## src/avw_pkg.sv

```systemverilog
// Shared types, constants and serial arithmetic steps for the ADSR wavetable voice.
// Used by avw_muldiv and adsr_wavetable_voice_top; no dependencies.
package avw_pkg;

    localparam int unsigned CFG_W         = 16;
    localparam int unsigned OPW           = 16;
    localparam int unsigned MCAND_W       = 17;
    localparam int unsigned ACC_W         = MCAND_W + OPW;
    localparam int unsigned DIGIT         = 2;
    localparam int unsigned MD_STEPS      = OPW / DIGIT;
    localparam int unsigned MD_CW         = $clog2(MD_STEPS);
    localparam int unsigned DAC_W         = 12;
    localparam int unsigned NUM_W         = 30;
    localparam int unsigned TABLE_DEPTH_DEF = 1024;

    localparam logic [CFG_W-1:0] ATTACK_LEN_RST  = 16'd220;
    localparam logic [CFG_W-1:0] DECAY_LEN_RST   = 16'd22050;
    localparam logic [CFG_W-1:0] RELEASE_LEN_RST = 16'd6615;
    localparam logic [CFG_W-1:0] PEAK_AMP_RST    = 16'd32768;
    localparam logic [CFG_W-1:0] SUSTAIN_AMP_RST = 16'd2621;

    localparam logic [DAC_W-1:0] DAC_MID    = 12'd2047;
    // 4095 * 65536: mid-scale offset of the doubled-sample product
    localparam logic [NUM_W-1:0] DAC_BIAS   = 30'h0FFF_0000;
    localparam logic [13:0]      SAMPLE_OFS = 14'd4095;

    // register indexes on the config port
    localparam logic [2:0] CFG_ATTACK_LEN  = 3'd0;
    localparam logic [2:0] CFG_DECAY_LEN   = 3'd1;
    localparam logic [2:0] CFG_RELEASE_LEN = 3'd2;
    localparam logic [2:0] CFG_PEAK_AMP    = 3'd3;
    localparam logic [2:0] CFG_SUSTAIN_AMP = 3'd4;

    typedef enum logic [1:0] {
        KIND_TICK     = 2'd0,
        KIND_NOTE_ON  = 2'd1,
        KIND_NOTE_OFF = 2'd2,
        KIND_TABLE_WR = 2'd3
    } avw_kind_t;

    typedef enum logic [2:0] {
        PH_IDLE    = 3'd0,
        PH_ATTACK  = 3'd1,
        PH_DECAY   = 3'd2,
        PH_SUSTAIN = 3'd3,
        PH_RELEASE = 3'd4
    } avw_phase_t;

    typedef enum logic [2:0] {
        ST_IDLE,
        ST_MUL_RUN,
        ST_DIV_START,
        ST_DIV_RUN,
        ST_ENV,
        ST_DAC_RUN,
        ST_OUT
    } avw_state_t;

    typedef enum logic {
        OP_MUL,
        OP_DIV
    } avw_op_t;

    typedef struct packed {
        logic               start;
        avw_op_t            op;
        logic [MCAND_W-1:0] mcand;     // two's complement multiplicand
        logic [OPW-1:0]     mplier;
        logic [OPW-1:0]     divisor;
    } avw_md_ctl_t;

    typedef struct packed {
        logic busy;
        logic done;
    } avw_md_stat_t;

    // One shift-add step: acc = {high (signed), multiplier bits still to go}.
    function automatic logic [ACC_W-1:0] mul_step(logic [ACC_W-1:0] acc,
                                                  logic [MCAND_W-1:0] mcand);
        logic signed [MCAND_W:0] sum;
        sum = $signed({acc[ACC_W-1], acc[ACC_W-1:OPW]})
            + (acc[0] ? $signed({mcand[MCAND_W-1], mcand}) : $signed({(MCAND_W+1){1'b0}}));
        return {sum, acc[OPW-1:1]};
    endfunction

    // One restoring step: acc = {0, remainder, dividend bits / quotient bits}.
    function automatic logic [ACC_W-1:0] div_step(logic [ACC_W-1:0] acc,
                                                  logic [OPW-1:0] divisor);
        logic [OPW:0] trial;
        logic [OPW:0] rem;
        logic         ge;
        trial = {acc[2*OPW-1:OPW], acc[OPW-1]};
        ge    = (trial >= {1'b0, divisor});
        rem   = ge ? (trial - {1'b0, divisor}) : trial;
        return {1'b0, rem[OPW-1:0], acc[OPW-2:0], ge};
    endfunction

endpackage

```

## src/avw_muldiv.sv

```systemverilog
// Shared serial multiply / divide unit, two bits per cycle.
// Depends on avw_pkg (step functions, control and status structs).
module avw_muldiv (
    input  logic                      clk,
    input  logic                      rst_n,
    input  avw_pkg::avw_md_ctl_t      ctl,
    output avw_pkg::avw_md_stat_t     stat,
    output logic [avw_pkg::ACC_W-1:0] result
);

    localparam logic [avw_pkg::MD_CW-1:0] CNT_LAST = avw_pkg::MD_CW'(avw_pkg::MD_STEPS - 1);

    logic                          busy_reg;
    logic [avw_pkg::MD_CW-1:0]     cnt_reg;
    avw_pkg::avw_op_t              op_reg;
    logic [avw_pkg::ACC_W-1:0]     acc_reg;
    logic [avw_pkg::ACC_W-1:0]     acc_next;
    logic [avw_pkg::MCAND_W-1:0]   mcand_reg;
    logic [avw_pkg::OPW-1:0]       divisor_reg;

    always_comb
    begin
        acc_next = acc_reg;
        for (int i = 0; i < avw_pkg::DIGIT; i++)
        begin
            if (op_reg == avw_pkg::OP_MUL)
            begin
                acc_next = avw_pkg::mul_step(acc_next, mcand_reg);
            end
            else
            begin
                acc_next = avw_pkg::div_step(acc_next, divisor_reg);
            end
        end
    end

    always_ff @(posedge clk or negedge rst_n)
    begin
        if (!rst_n)
        begin
            busy_reg <= 1'b0;
            cnt_reg  <= '0;
            op_reg   <= avw_pkg::OP_MUL;
        end
        else if (ctl.start)
        begin
            busy_reg <= 1'b1;
            cnt_reg  <= '0;
            op_reg   <= ctl.op;
        end
        else if (busy_reg)
        begin
            cnt_reg <= cnt_reg + 1'b1;
            if (cnt_reg == CNT_LAST)
            begin
                busy_reg <= 1'b0;
            end
        end
    end

    // divide continues from the product left in acc_reg
    always_ff @(posedge clk)
    begin
        if (ctl.start)
        begin
            mcand_reg   <= ctl.mcand;
            divisor_reg <= ctl.divisor;
            if (ctl.op == avw_pkg::OP_MUL)
            begin
                acc_reg <= {{(avw_pkg::ACC_W - avw_pkg::OPW){1'b0}}, ctl.mplier};
            end
        end
        else if (busy_reg)
        begin
            acc_reg <= acc_next;
        end
    end

    assign stat.busy = busy_reg;
    assign stat.done = busy_reg && (cnt_reg == CNT_LAST);
    assign result    = acc_reg;

    a_no_restart: assert property (@(posedge clk) disable iff (!rst_n)
        ctl.start |-> !busy_reg)
        else $error("muldiv started while busy");

    a_done_timing: assert property (@(posedge clk) disable iff (!rst_n)
        ctl.start |-> ##(avw_pkg::MD_STEPS) stat.done)
        else $error("muldiv done not on schedule");

    // quotient fits 16 bits only while the partial remainder stays below the divisor
    a_rem_bound: assert property (@(posedge clk) disable iff (!rst_n)
        (busy_reg && op_reg == avw_pkg::OP_DIV)
        |-> (!acc_reg[avw_pkg::ACC_W-1]
             && (acc_reg[2*avw_pkg::OPW-1:avw_pkg::OPW] < divisor_reg)))
        else $error("division remainder out of range");

endmodule

```

## config.mk

```make
export PLATFORM = sky130hd
export DESIGN_NAME = avw_muldiv
export DESIGN_NICKNAME = d
export VERILOG_FILES = /design/src/avw_pkg.sv /design/src/avw_muldiv.sv
export SDC_FILE = /design/constraint.sdc
export NUM_CORES = 1
export LEC_CHECK = 0
export BUFFER_PORTS_ARGS = -buffer_cell sky130_fd_sc_hd__buf_2
export CAP_MARGIN = 20
export CORE_UTILIZATION = 50
export CTS_BUF_LIST = sky130_fd_sc_hd__clkbuf_4 sky130_fd_sc_hd__clkbuf_8
export CTS_CLUSTER_DIAMETER = 60
export DETAILED_ROUTE_END_ITERATION = 7
export GPL_TIMING_DRIVEN = 0
export HOLD_SLACK_MARGIN = 0.1
export PLACE_DENSITY_LB_ADDON = 0.12
export REMOVE_ABC_BUFFERS = 1
export SLEW_MARGIN = 20
export SYNTH_ARGS = -nofsm -noshare
export SYNTH_HDL_FRONTEND = slang
export SYNTH_SLANG_ARGS = --single-unit
```

## constraint.sdc

```tcl
create_clock -name clk -period 7.8 [get_ports clk]
set_input_delay 0.78 -clock clk [delete_from_list [all_inputs] [get_ports clk]]
set_output_delay 0.78 -clock clk [all_outputs]
set_load 0.005 [all_outputs]
```

## After elaboration in Yosys (flattened, before gate mapping)

Cells that the tools add are included.

| operators by class | value |
|---|---|
| reductions and logical operators | 3 |
| magnitude comparators | 2 |
| add/subtract/negate cells | 5 |
| eq/ne operators | 2 |
| mux-type cells | 14 |

Operators with widths:

| operator | count |
|---|---|
| two-way mux 33 bit | 5 |
| adder 17 x 18 -> 18 bit | 2 |
| two-way mux 18 bit | 2 |
| greater-or-equal comparator 17 x 16 -> 1 bit | 2 |
| two-way mux 16 bit | 2 |
| subtractor 16 bit | 2 |
| two-way mux 3 bit | 2 |
| adder 3 x 1 -> 3 bit, second input constant | 1 |
| == test 3 bit, second input constant | 1 |
| two-way mux 1 bit | 3 |
| != test 2 bit, second input constant | 1 |
| AND reduction 2 bit | 1 |
| nonzero test 2 bit | 1 |
| logical AND 1 bit | 1 |

| storage, ports and cells | value |
|---|---|
| flip-flop bits (word level) | 71 |
| input port bits | 53 |

## Depth between registers and ports, before layout

Gate-level depths: netlist of run 1.

| depth | value |
|---|---|
| depth in word-level cells | 8 |
| mapped depth | 25 |

## Least setup slack after synthesis of run 1

Ideal clock, no wire load.

| timing | value |
|---|---|
| path type | register -> register |
| start | register acc_reg, in the netlist result[28] |
| end | register acc_reg, in the netlist result[27] (data pin) |
| setup time | 0.261 ns |
| clock period less this slack | 5.269 ns |
| required time | 7.539 ns |
| path slack | 2.531 ns |
| stages on the path, launching flop included | 24 |
| arrival | 5.008 ns |
| path through | edfxtp_1 > ha_1 > nand4b_1 > nor2_4 > a21oi_2 > o21ai_4 > buf_2 > buf_1 > clkbuf_1 > nor2_1 > a21oi_1 > nor2_1 > a21oi_1 > ha_1 > a21oi_1 > nor2_1 > a211oi_1 > o31ai_2 > a2111oi_2 > or3_4 > and2_4 > buf_4 > nor3_1 > a311o_1 |

| between the ends | value |
|---|---|
| longest elaborated chain between the ends | 8 |
| elaborated cells between the ends (all ways) | 13 |
| those cells by class | add/sub: 4; order compare: 2; mux: 7 |

Ends and longest elaborated chain:

| element | line | source |
|---|---|---|
| from (decl) | avw_muldiv.sv:16 | `logic [avw_pkg::ACC_W-1:0] acc_reg;` |
| from (signal assigned) | avw_muldiv.sv:70 | `acc_reg <= {{(avw_pkg::ACC_W - avw_pkg::OPW){1'b0}}, ctl.mplier};` |
| from (signal assigned) | avw_muldiv.sv:75 | `acc_reg <= acc_next;` |
| greater-or-equal comparator 17 x 16 -> 1 bit or subtractor 16 bit (tied branches) | avw_pkg.sv:93, avw_pkg.sv:94 |  |
| two-way mux 16 bit | avw_pkg.sv:94 | `rem = ge ? (trial - {1'b0, divisor}) : trial;` |
| two-way mux 33 bit (*) | avw_muldiv.sv:26 | `if (op_reg == avw_pkg::OP_MUL)` |
| subtractor 16 bit or greater-or-equal comparator 17 x 16 -> 1 bit (tied branches) | avw_pkg.sv:94, avw_pkg.sv:93 |  |
| two-way mux 16 bit | avw_pkg.sv:94 |  |
| two-way mux 33 bit (*) | avw_muldiv.sv:26 |  |
| two-way mux 33 bit (*) | avw_muldiv.sv:73 | `else if (busy_reg)` |
| two-way mux 33 bit (*) | avw_muldiv.sv:64 | `if (ctl.start)` |

Mark *: on every way between the ends. The rest lies on a longest branch, timed or not. The select of a mux whose other input is x is not followed.
A chain may end at the register's enable or synchronous reset.

## Worst setup path in the final report of run 1

| timing | value |
|---|---|
| start | register acc_reg, in the netlist result[0] |
| end | register acc_reg, in the netlist result[30] (data pin) |

| between the ends | value |
|---|---|
| longest elaborated chain between the ends | 8 |
| elaborated cells between the ends (all ways) | 10 |
| those cells by class | add/sub: 3; order compare: 1; mux: 6 |

Ends and longest elaborated chain:

| element | line | source |
|---|---|---|
| two-way mux 18 bit (*) | avw_pkg.sv:82 | `+ (acc[0] ? $signed({mcand[MCAND_W-1], mcand}) : $signed({(MCAND_W+1){1'b0}}));` |
| adder 17 x 18 -> 18 bit (*) | avw_pkg.sv:82 |  |
| two-way mux 33 bit (*) | avw_muldiv.sv:26 |  |
| subtractor 16 bit or greater-or-equal comparator 17 x 16 -> 1 bit (tied branches) | avw_pkg.sv:94, avw_pkg.sv:93 |  |
| two-way mux 16 bit | avw_pkg.sv:94 |  |
| two-way mux 33 bit (*) | avw_muldiv.sv:26 |  |
| two-way mux 33 bit (*) | avw_muldiv.sv:73 |  |
| two-way mux 33 bit (*) | avw_muldiv.sv:64 |  |

Marks and branches as above.

==> results.md, run 1 <==
- Post-CTS Resized: 0
- R2R cell count: 22
- Setup TNS: 0 ps
- Final setup violation count: 0
- Post-layout util: 58.0%
- Post-CTS setup buffers: 0
- Synthesis Warnings: 0
- Max_cap viols: 0
- I/O pin count: 88
- Minimum clock period after layout: 6100 ps
- Cell-internal power: 1.69 mW
- Vias in the first global route: 6133
- Synth cell types: 76
- Crit path launch type: register
- Placed cells: 1028
- CTS root buffer: clkbuf_8
- Antenna diodes: 0
- Tcrit/Tclk final: 78.2%
- Clk network pwr share: 9.5%
- Post-route ant nets: 0
- First-pass GRT wire length: 30600 µm
- CP required: 7940 ps
- DR WL/cell: 18.5 µm
- Core area: 13300 µm²
- CP max stage cell: edfxtp_1
- Min Hold Slack: 183 ps
- Die width: 119 µm
- Sequential share of power: 17.6%
- Reg2reg setup slack: 1700 ps
- Status: finished, final reports clean
- Seq/Total Area, Yosys: 30.7%
- CTS tree: yes
- Crit-path most repeated cell: a21oi_1
- Pwr Density: 448 nW/µm²
- Crit-path cells: and2_1 -> ha_1 -> a21o_1 -> a21oi_1 -> o21ai_0 -> a41oi_1 -> nand2b_1 -> a21oi_1 -> o21ai_0 -> a21oi_1 -> xor2_1 -> nor2_1 -> a21oi_1 -> ha_1 -> nand3_1 -> nor2_1 -> and4_1 -> a31oi_1 -> and3_1 -> and2_4 -> mux2i_1 -> a311o_1
- Nets: 984
- Max Transition Viols Final: 0
- Least-Margin Pin Slew: 922 ps
- Vias per cell: 6.13
- Number of remaining DRC errors: 0
- Final Hold Fails: 0
- Gp weighted congestion: 0.914
- HP Class: in2async
- DR iter-0 viols: 517
- Leakage: 3.43 nW
- Post-DP Area: 7500 µm²
- GRT Overall Usage: 27.9%
- Post-Place Setup Slack: 1870 ps
- Share of cells above drive strength 1: 14.6%
- Largest register FFs: 33
- Design area: 7710 µm²
- Die Ht: 119 µm
- Worst clock skew: 18.1 ps
- CP peak stage delay: 900 ps
- Peak VDD IR: 0.167 mV
- Fmax: 164 MHz
- H-Tree Depth: 3
- GRT overflow: 0
- Seq cells post-synth: 71
- Top delay family on crit path: compound AO/OA/AOI/OAI gates
- Asr flop ratio synth: 7.04%
- Hold Buf Count CTS: 0
- Clock transition at path regs: 90 ps
- Most used DFF post-synth: edfxtp_1
- Die area: 14200 µm²
- Setup crit end kind: register
- Min setup slack post-route: 1700 ps
- Synthesized instance count: 788
- Psw: 1.76 mW
- I/O Buffers: 87
- Initial Utilization: 51.6%
- Worst-path fanout max: 19
- Buf/Inv on CP: 0
- Detailed-route wire length: 19300 µm
- Initial antenna violation count: 0
- Sw Ratio: 51.0%
- Via count: 6398
- Pin count of the biggest net entering global routing: 67
- First-pass iteration count of the detailed router: 7
- Area growth, synth to finish: 12.4%
- Row count: 42
- Number of synthesized flops with an enable pin: 66
- CP Data Arrival Time: 6240 ps
- Num Clock Sinks: 71
- Setup CP Type: reg2reg
- Synthesized area: 6850 µm²
- Total chip power: 3.45 mW
- Later-pin clock latency in the skew report: 390 ps
- Post-detail-place hpwl: 14500 µm
- RSZ-0062 raised after global routing: no
- CTS Buffer Depth: 2
- Cts bufs inserted: 9
- Worst relative slew slack: 38.3%
- Combinational Power Share: 72.8%
- Fin cells: 1044
- Critical path depth in cells: 22
- Syn_area_per_cell: 8.70 µm²
==> kinds of logic after synthesis <==
group                      after synthesis  synth area share (%)
AOI/OAI and AO/OA                      237                  23.0
xor gates and xnor gates                44                  5.62
buffers and inverters                   65                  3.71
DFF                                     71                  30.7
muxes                                   30                  4.40
adders and majority gates               68                  12.7
and+or+nand+nor                        273                  19.8
==> cell usage in the layout (no fill, tap or decap), types with 29 or more instances in the layout <==
| cell | synthesis | routed |
|---|---|---|
| o21ai_0 | 52 | 52 |
| edfxtp_1 | 66 | 66 |
| ha_1 | 65 | 65 |
| nor2_1 | 55 | 55 |
| mux2i_1 | 29 | 29 |
| inv_1 | 39 | 39 |
| a21oi_1 | 65 | 64 |
| nand2_1 | 84 | 84 |
| buf_2 | 2 | 86 |
| and2_1 | 37 | 37 |
==> power by group through the flow <==
| stage | registers, mW | clock network, mW | logic (mW) |
|---|---|---|---|
| 2_1_floorplan | 0.592 | 0 | 1.86 |
| 3_3_place_gp | 0.618 | 0 | 2.39 |
| 3_5_place_dp | 0.613 | 0 | 2.45 |
| 4_1_cts | 0.605 | 0.335 | 2.47 |
| 5_1_grt | 0.617 | 0.348 | 2.76 |
| 6_report | 0.608 | 0.330 | 2.52 |
==> metal layers <==
metal  up-vias  global-route usage (%)  share of wire, %
met4         0                    12.2               3.2
li1       3063                       -                 -
met2       240                    44.1                45
met3        42                    5.89               6.3
met1      3053                    36.7                45
met5         -                       0                 0
==> cells in the mapped netlist, types with 17 or more instances <==
master | instances | area, µm²
clkbuf_1 | 17 | 63.8
nor3_1 | 18 | 90.1
nand2b_1 | 17 | 106
inv_1 | 39 | 146
a21o_1 | 25 | 188
a21oi_1 | 65 | 325
edfxtp_1 | 66 | 1980
and2_1 | 37 | 231
ha_1 | 65 | 813
o21ai_0 | 52 | 260
nand2_1 | 84 | 315
nor2_1 | 55 | 206
xor2_1 | 22 | 193
nand3_1 | 18 | 90.1
mux2i_1 | 29 | 290
xnor2_1 | 22 | 193
==> layout make-up <==
cell class | count | area, µm²
Inverter | 39 | 146
Fill cell | 1225 | 5590
Timing Repair Buffer | 90 | 520
Multi-Input combinational cell | 652 | 4500
Tap cell | 176 | 220
Clock buffer | 10 | 138
Sequential cell | 71 | 2110
Clock inverter | 6 | 73.8
==> final timing paths <==
kind / start / endpoint
max in group asynchronous: rst_n / op_reg$_DFFE_PN0P_
min in group clk: cnt_reg[2]$_DFFE_PN0P_ / cnt_reg[2]$_DFFE_PN0P_
hold reg to reg: cnt_reg[2]$_DFFE_PN0P_ / cnt_reg[2]$_DFFE_PN0P_
setup / recovery: result[0]$_DFFE_PP_ / result[30]$_SDFFCE_PP0P_
setup reg to reg: result[0]$_DFFE_PP_ / result[30]$_SDFFCE_PP0P_
hold / removal: rst_n / op_reg$_DFFE_PN0P_
(Power assumes the default switching activity.)
==> run 2: changes to the inputs <==
==> constraint.sdc (replaced) <==
create_clock -name clk -period 5.4 [get_ports clk]
set_input_delay 0.54 -clock clk [delete_from_list [all_inputs] [get_ports clk]]
set_output_delay 0.54 -clock clk [all_outputs]
set_load 0.005 [all_outputs]
==> results.md, run 2 (synthesis gave the netlist of run 1 again) <==
- Psw: 2.69 mW (+53%)
- First-pass iteration count of the detailed router: 5 (-2)
- Multi-input logic area: 4670 µm² (+3.8%)
- Cell-internal power: 2.64 mW (+56%)
- Post-layout util: 60.3% (+2.4 points)
- Share of cells above drive strength 1: 18.7% (+4.1 points)
- Post-detail-place hpwl: 14500 µm (unchanged)
- CP required: 5540 ps (-2400 ps)
- Fin cells: 1063 (+1.8%)
- Tcrit/Tclk final: 97.9% (+20 points)
- Die Ht: 119 µm (unchanged)
- Initial Utilization: 51.6% (unchanged)
- CTS tree: yes
- DR iter-0 viols: 593 (+15%)
- Combinational Power Share: 74.7% (+1.9 points)
- Post-route ant nets: 0 (unchanged)
- Antenna diodes: 0 (unchanged)
- CP Data Arrival Time: 5430 ps (-810 ps)
- Vias per cell: 6.15 (+0.42%)
- Final Hold Fails: 0 (unchanged)
- Sw Ratio: 50.5% (-0.49 points)
- Fillers: 1214 (-0.90%)
- Number of remaining DRC errors: 0 (unchanged)
- H-Tree Depth: 3 (unchanged)
- Setup CP Type: reg2reg
- Nets: 1003 (+1.9%)
- Via count: 6542 (+2.3%)
- Die width: 119 µm (unchanged)
- CTS Buffer Depth: 2 (unchanged)
- Row count: 42 (unchanged)
- Pin count of the biggest net entering global routing: 67 (unchanged)
- CTS root buffer: clkbuf_8
- Pwr Density: 664 nW/µm² (+48%)
- Core area: 13300 µm² (unchanged)
- Worst clock skew: 16.0 ps (-2.08 ps)
- Final setup violation count: 0 (unchanged)
- Reg2reg setup slack: 110 ps (-1590 ps)
- Minimum clock period after layout: 5290 ps (-811 ps)
- Least-Margin Pin Slew: 831 ps (-91.2 ps)
- Later-pin clock latency in the skew report: 390 ps (about the same)
- Placed cells: 1028 (unchanged)
- Clk network pwr share: 9.0% (-0.5 points)
- Setup crit end kind: register
- Num Clock Sinks: 71 (unchanged)
- Clock transition at path regs: 90 ps (about the same)
- Most common cell after layout, fill and taps aside: buf_2
- Area growth, synth to finish: 17.0%
- Cts bufs inserted: 9 (unchanged)
- WHS Path Cells: 1
- GRT Overall Usage: 28.3% (+0.41 points)
- I/O Buffers: 87 (unchanged)
- Fmax: 189 MHz (+15%)
- Register area: 2110 µm² (unchanged)
- Worst-path fanout max: 6 (-13)
- Worst relative slew slack: 44.6% (+6.3 points)
- DR WL/cell: 18.7 µm (+1.0%)
- Crit path launch type: register
- HP Class: in2reg
- Status: finished, final reports clean
- Sequential share of power: 16.4% (-1.2 points)
- Leakage: 3.54 nW (+3.4%)
- Peak VDD IR: 0.254 mV (+53%)
- Die area: 14200 µm² (unchanged)
- First-pass GRT wire length: 31000 µm (+1.4%)
- Initial antenna violation count: 0 (unchanged)
- Vias in the first global route: 6155 (+0.36%)
- I/O pin count: 88 (unchanged)
- Gp weighted congestion: 0.914 (unchanged)
- Detailed-route wire length: 19900 µm (+2.8%)
- R2R cell count: 23 (+4.5%)
- Max_cap viols: 0 (unchanged)
- Max Transition Viols Final: 0 (unchanged)
- Largest register FFs: 33 (unchanged)
- Commonest non-fill, non-tap cells in the layout: buf_2 (86), nand2_1 (84), edfxtp_1 (66), ha_1 (63), a21oi_1 (62)
- GRT overflow: 0 (unchanged)
[run 2: cell count changes in the layout (fill, tap and decap cells not counted), moves of 3 or more]
cell | before | now
buf_4 | 1 | 16
a31oi_2 | 0 | 3
o21ai_1 | 1 | 5
a31oi_1 | 11 | 8
o21ai_0 | 52 | 44
o21ai_2 | 0 | 5
[run 2: layer usage]
metal  up-vias  track usage (%)  wire, µm
met1      3109             37.0      8770
li1       3112                -         -
met2       279             45.5      9150
met3        42             5.89      1360
met5         -                0         0
met4         0             11.7       578
[run 2: final cells by class]
cell class	instances	share of cell area (%)
multi-input cells	654	58.2
flip-flops and latches	71	26.3
repair buffers	107	8.27
well taps	176	2.75
inverters	39	1.82
clock buffers	10	1.72
clock inverters	6	0.920
[run 2: final timing paths]
path / start / endpoint
min in group asynchronous: rst_n / op_reg$_DFFE_PN0P_
setup / recovery: result[0]$_DFFE_PP_ / result[30]$_SDFFCE_PP0P_
hold reg to reg: cnt_reg[2]$_DFFE_PN0P_ / cnt_reg[2]$_DFFE_PN0P_
max in group asynchronous: rst_n / op_reg$_DFFE_PN0P_
setup reg to reg: result[0]$_DFFE_PP_ / result[30]$_SDFFCE_PP0P_
hold / removal: ctl[35] / mcand_reg[3]$_DFFE_PP_
[run 2: critical path, stage by stage, from the launching register on]
cell      delay (ps)
edfxtp_1         510
buf_4            210
buf_4            140
and2_1           130
ha_1             330
nand2_1           90
o21ai_1          220
a41oi_2          220
nand2b_2         290
a21oi_1          190
o21ai_2          100
a21oi_2          220
xor2_1           180
nor2_1            50
a21oi_1          220
ha_1             320
nand3_1          130
nor2_1            50
and4_1           200
a31oi_1          240
and3_2           300
and2_4           250
mux2i_1          110
a311o_1          330
[run 2: repair_timing]
item / 4_1_cts / 5_1_grt
gates cloned: 1 / 1
endpoints found under the setup margin: 17 / 16
pin swaps: 1 / 9
buffers inserted: 9 / 7
endpoints found under the hold margin: 5 / 0
gates resized for setup: 8 / 29
hold buffers: 1 / 0
[run 2: power by group through the flow]
stage | logic [mW] | registers [mW] | clock network, mW
5_1_grt | 4.33 | 0.887 | 0.502
4_1_cts | 3.68 | 0.866 | 0.484
3_3_place_gp | 3.46 | 0.893 | 0
3_5_place_dp | 3.54 | 0.885 | 0
2_1_floorplan | 2.69 | 0.856 | 0
6_report | 3.98 | 0.873 | 0.477
[run 2: through the flow]
step	setup slack, ps	instance area (µm²)	hold WS [ps]	setup TNS [ps]	power (mW)
finish	113	8020	318	0	5.33
global route	-40.4	8020	303	-87.5	5.72
CTS	-28.6	7820	304	-28.6	5.03
detailed placement	-526	7500	361	-6200	4.43
global placement	-1290	7400	357	-20100	4.35
floorplan	508	6750	244	0	3.55
==> run 3: changes to the inputs <==
--- a/config.mk
+++ b/config.mk
@@ -11,7 +11,7 @@
 export CTS_BUF_LIST = sky130_fd_sc_hd__clkbuf_4 sky130_fd_sc_hd__clkbuf_8
 export CTS_CLUSTER_DIAMETER = 60
 export DETAILED_ROUTE_END_ITERATION = 7
-export GPL_TIMING_DRIVEN = 0
+export GPL_ROUTABILITY_DRIVEN = 0
 export HOLD_SLACK_MARGIN = 0.1
 export PLACE_DENSITY_LB_ADDON = 0.12
 export REMOVE_ABC_BUFFERS = 1
==> results.md, run 3 (synthesis gave the netlist of run 1 again) <==
- Row count: 42 (unchanged)
- Setup crit end kind: register
- Minimum clock period after layout: 5220 ps (-71.8 ps)
- I/O pin count: 88 (unchanged)
- Final Hold Fails: 0 (unchanged)
- GRT overflow: 0 (unchanged)
- Setup CP Type: reg2reg
- Worst clock skew: 19.0 ps (+3.03 ps)
- Post-Place Setup Slack: 57.3 ps (+583 ps)
- Num Clock Sinks: 71 (unchanged)
- Min setup slack post-route: 184 ps (+71.8 ps)
- Tcrit/Tclk final: 96.6% (-1.3 points)
- I/O Buffers: 87 (unchanged)
- Post-detail-place hpwl: 15200 µm (+4.9%)
- Number of remaining DRC errors: 0 (unchanged)
- Share of cells above drive strength 1: 19.0% (+0.26 points)
- Met1 usage: 37.9% (+0.96 points)
- Die width: 119 µm (unchanged)
- Antenna diodes: 0 (unchanged)
- Vias per cell: 6.00 (-2.4%)
- CP Data Arrival Time: 5340 ps (-90 ps)
- CTS tree: yes
- Final setup violation count: 0 (unchanged)
- Cts bufs inserted: 9 (unchanged)
- CP peak stage delay: 480 ps (-30 ps)
- Pwr Density: 668 nW/µm² (+0.64%)
- Die area: 14200 µm² (unchanged)
- Initial antenna violation count: 0 (unchanged)
- Crit path launch type: register
- Most common cell after layout, fill and taps aside: buf_2
- CP required: 5530 ps (about the same)
- Core area: 13300 µm² (unchanged)
- Max Transition Viols Final: 0 (unchanged)
- Post-route ant nets: 0 (unchanged)
- Commonest non-fill, non-tap cells in the layout: buf_2 (87), nand2_1 (84), edfxtp_1 (66), a21oi_1 (62), ha_1 (59)
- GR Util met3: 6.08% (+0.19 points)
- Status: finished, final reports clean
- Later-pin clock latency in the skew report: 400 ps (about the same)
- HP Class: in2reg
- Fillers: 1197 (-1.4%)
- Clock transition at path regs: 100 ps (about the same)
- Crit-path most repeated cell: a21o_1
- Gr busiest metal: met2
- Crit-path cells: ha_2 -> nand4b_1 -> nor2_4 -> a21oi_2 -> o21ai_4 -> buf_12 -> nor2_1 -> or3_1 -> o21ai_0 -> ha_1 -> a21o_1 -> a21o_1 -> a21o_1 -> a21o_1 -> a21o_1 -> a2111o_1 -> a21oi_1 -> xnor2_1 -> mux2i_1 -> o32ai_1
- Initial Utilization: 51.6% (unchanged)
- Fmax: 192 MHz (+1.4%)
- Area growth, synth to finish: 16.4%
- First-pass iteration count of the detailed router: 6 (+1)
- GRT Overall Usage: 28.9% (+0.55 points)
- Via count: 6436 (-1.6%)
- H-Tree Depth: 3 (unchanged)
- Largest register FFs: 33 (unchanged)
- CP max stage cell: edfxtp_1
- DR iter-0 viols: 571 (-3.7%)
- Die Ht: 119 µm (unchanged)
- Nets: 1012 (+0.90%)
- First-pass GRT wire length: 31700 µm (+2.2%)
- Worst relative slew slack: 47.1% (+2.4 points)
- CTS root buffer: clkbuf_8
- Met2 GRT Util: 45.3% (-0.15 points)
- DR WL/cell: 19.0 µm (+1.8%)
- Pin count of the biggest net entering global routing: 71 (+6.0%)
- Vias in the first global route: 6405 (+4.1%)
- Least-Margin Pin Slew: 794 ps (-36.6 ps)
- Detailed-route wire length: 20400 µm (+2.6%)
- Total chip power: 5.33 mW (+0.13%)
- CTS Buffer Depth: 2 (unchanged)
- Worst-path fanout max: 29 (+23)
- Leakage: 3.54 nW (-0.12%)
- Peak VDD IR: 0.371 mV (+46%)
- Max_cap viols: 0 (unchanged)
==> run 3: cell count changes in the layout (fill, tap and decap cells not counted), moves of 2 or more <==
cell	delta
buf_4	+13
ha_1	-4
o21ai_0	+4
o21ai_2	-4
buf_16	-3
ha_4	+3
a31oi_1	+2
a31oi_2	-2
==> run 3: what timing repair did <==
action | in CTS | in global routing
buffers inserted | 0 | 6
endpoints found under the setup margin | 0 | 17
hold buffers | 1 | 0
endpoints found under the hold margin | 5 | 0
gates resized for setup | 0 | 31
==> run 3: final timing paths <==
path / slack (ps) / end / cells after the start / start
min in group asynchronous: 480 / busy_reg$_DFF_PN0_ / 2 / rst_n
max in group asynchronous: 4780 / op_reg$_DFFE_PN0P_ / 2 / rst_n
max reg2reg: 180 / result[28]$_SDFFCE_PP0P_ / 20 / result[28]$_SDFFCE_PP0P_
min reg2reg: 550 / cnt_reg[2]$_DFFE_PN0P_ / 2 / cnt_reg[2]$_DFFE_PN0P_
min: 310 / mcand_reg[5]$_DFFE_PP_ / 1 / ctl[37]
max: 180 / result[28]$_SDFFCE_PP0P_ / 20 / result[28]$_SDFFCE_PP0P_
==> run 3: layer usage <==
metal / share of wire [%] / wire (µm)
met1: 44 / 8930
met4: 3.6 / 731
met5: 0 / 0
met2: 46 / 9310
met3: 6.9 / 1410
==> run 3: layout make-up <==
class | instances | area (µm²) | area share [%]
clock inverters | 6 | 51.3 | 0.643
repair buffers | 118 | 683 | 8.56
inverters | 39 | 146 | 1.83
well taps | 176 | 220 | 2.76
flip-flops and latches | 71 | 2110 | 26.4
clock buffers | 10 | 138 | 1.72
multi-input cells | 652 | 4630 | 58.1
==> run 3: per-stage QoR <==
stage	setup TNS, ps	hold WS [ps]	instances	instance area [µm²]	util [%]
floorplan	0	244	762	6750	-
global placement	0	355	1049	7580	57.0
detailed placement	0	359	1049	7580	57.0
CTS	0	299	1066	7780	58.5
global route	-17.0	297	1072	7980	60.0
finish	0	310	1072	7980	60.0
==> run 3: power by group <==
group	switching (mW)	internal [mW]	total (mW)
Clock	0.252	0.187	0.439
Sequential	0.122	0.749	0.871
Combinational	2.36	1.66	4.02
==> run 3: critical path: cells and delay by family, from the launching register on <==
kind	cells	cell delay (ps)
flip-flops	1	480
AND/OR/NAND/NOR	4	840
XOR/XNOR	1	90
buffers and inverters	1	220
AO/OA/AOI/OAI	11	2290
multiplexers	1	220
adder cells (fa/ha/maj)	2	790
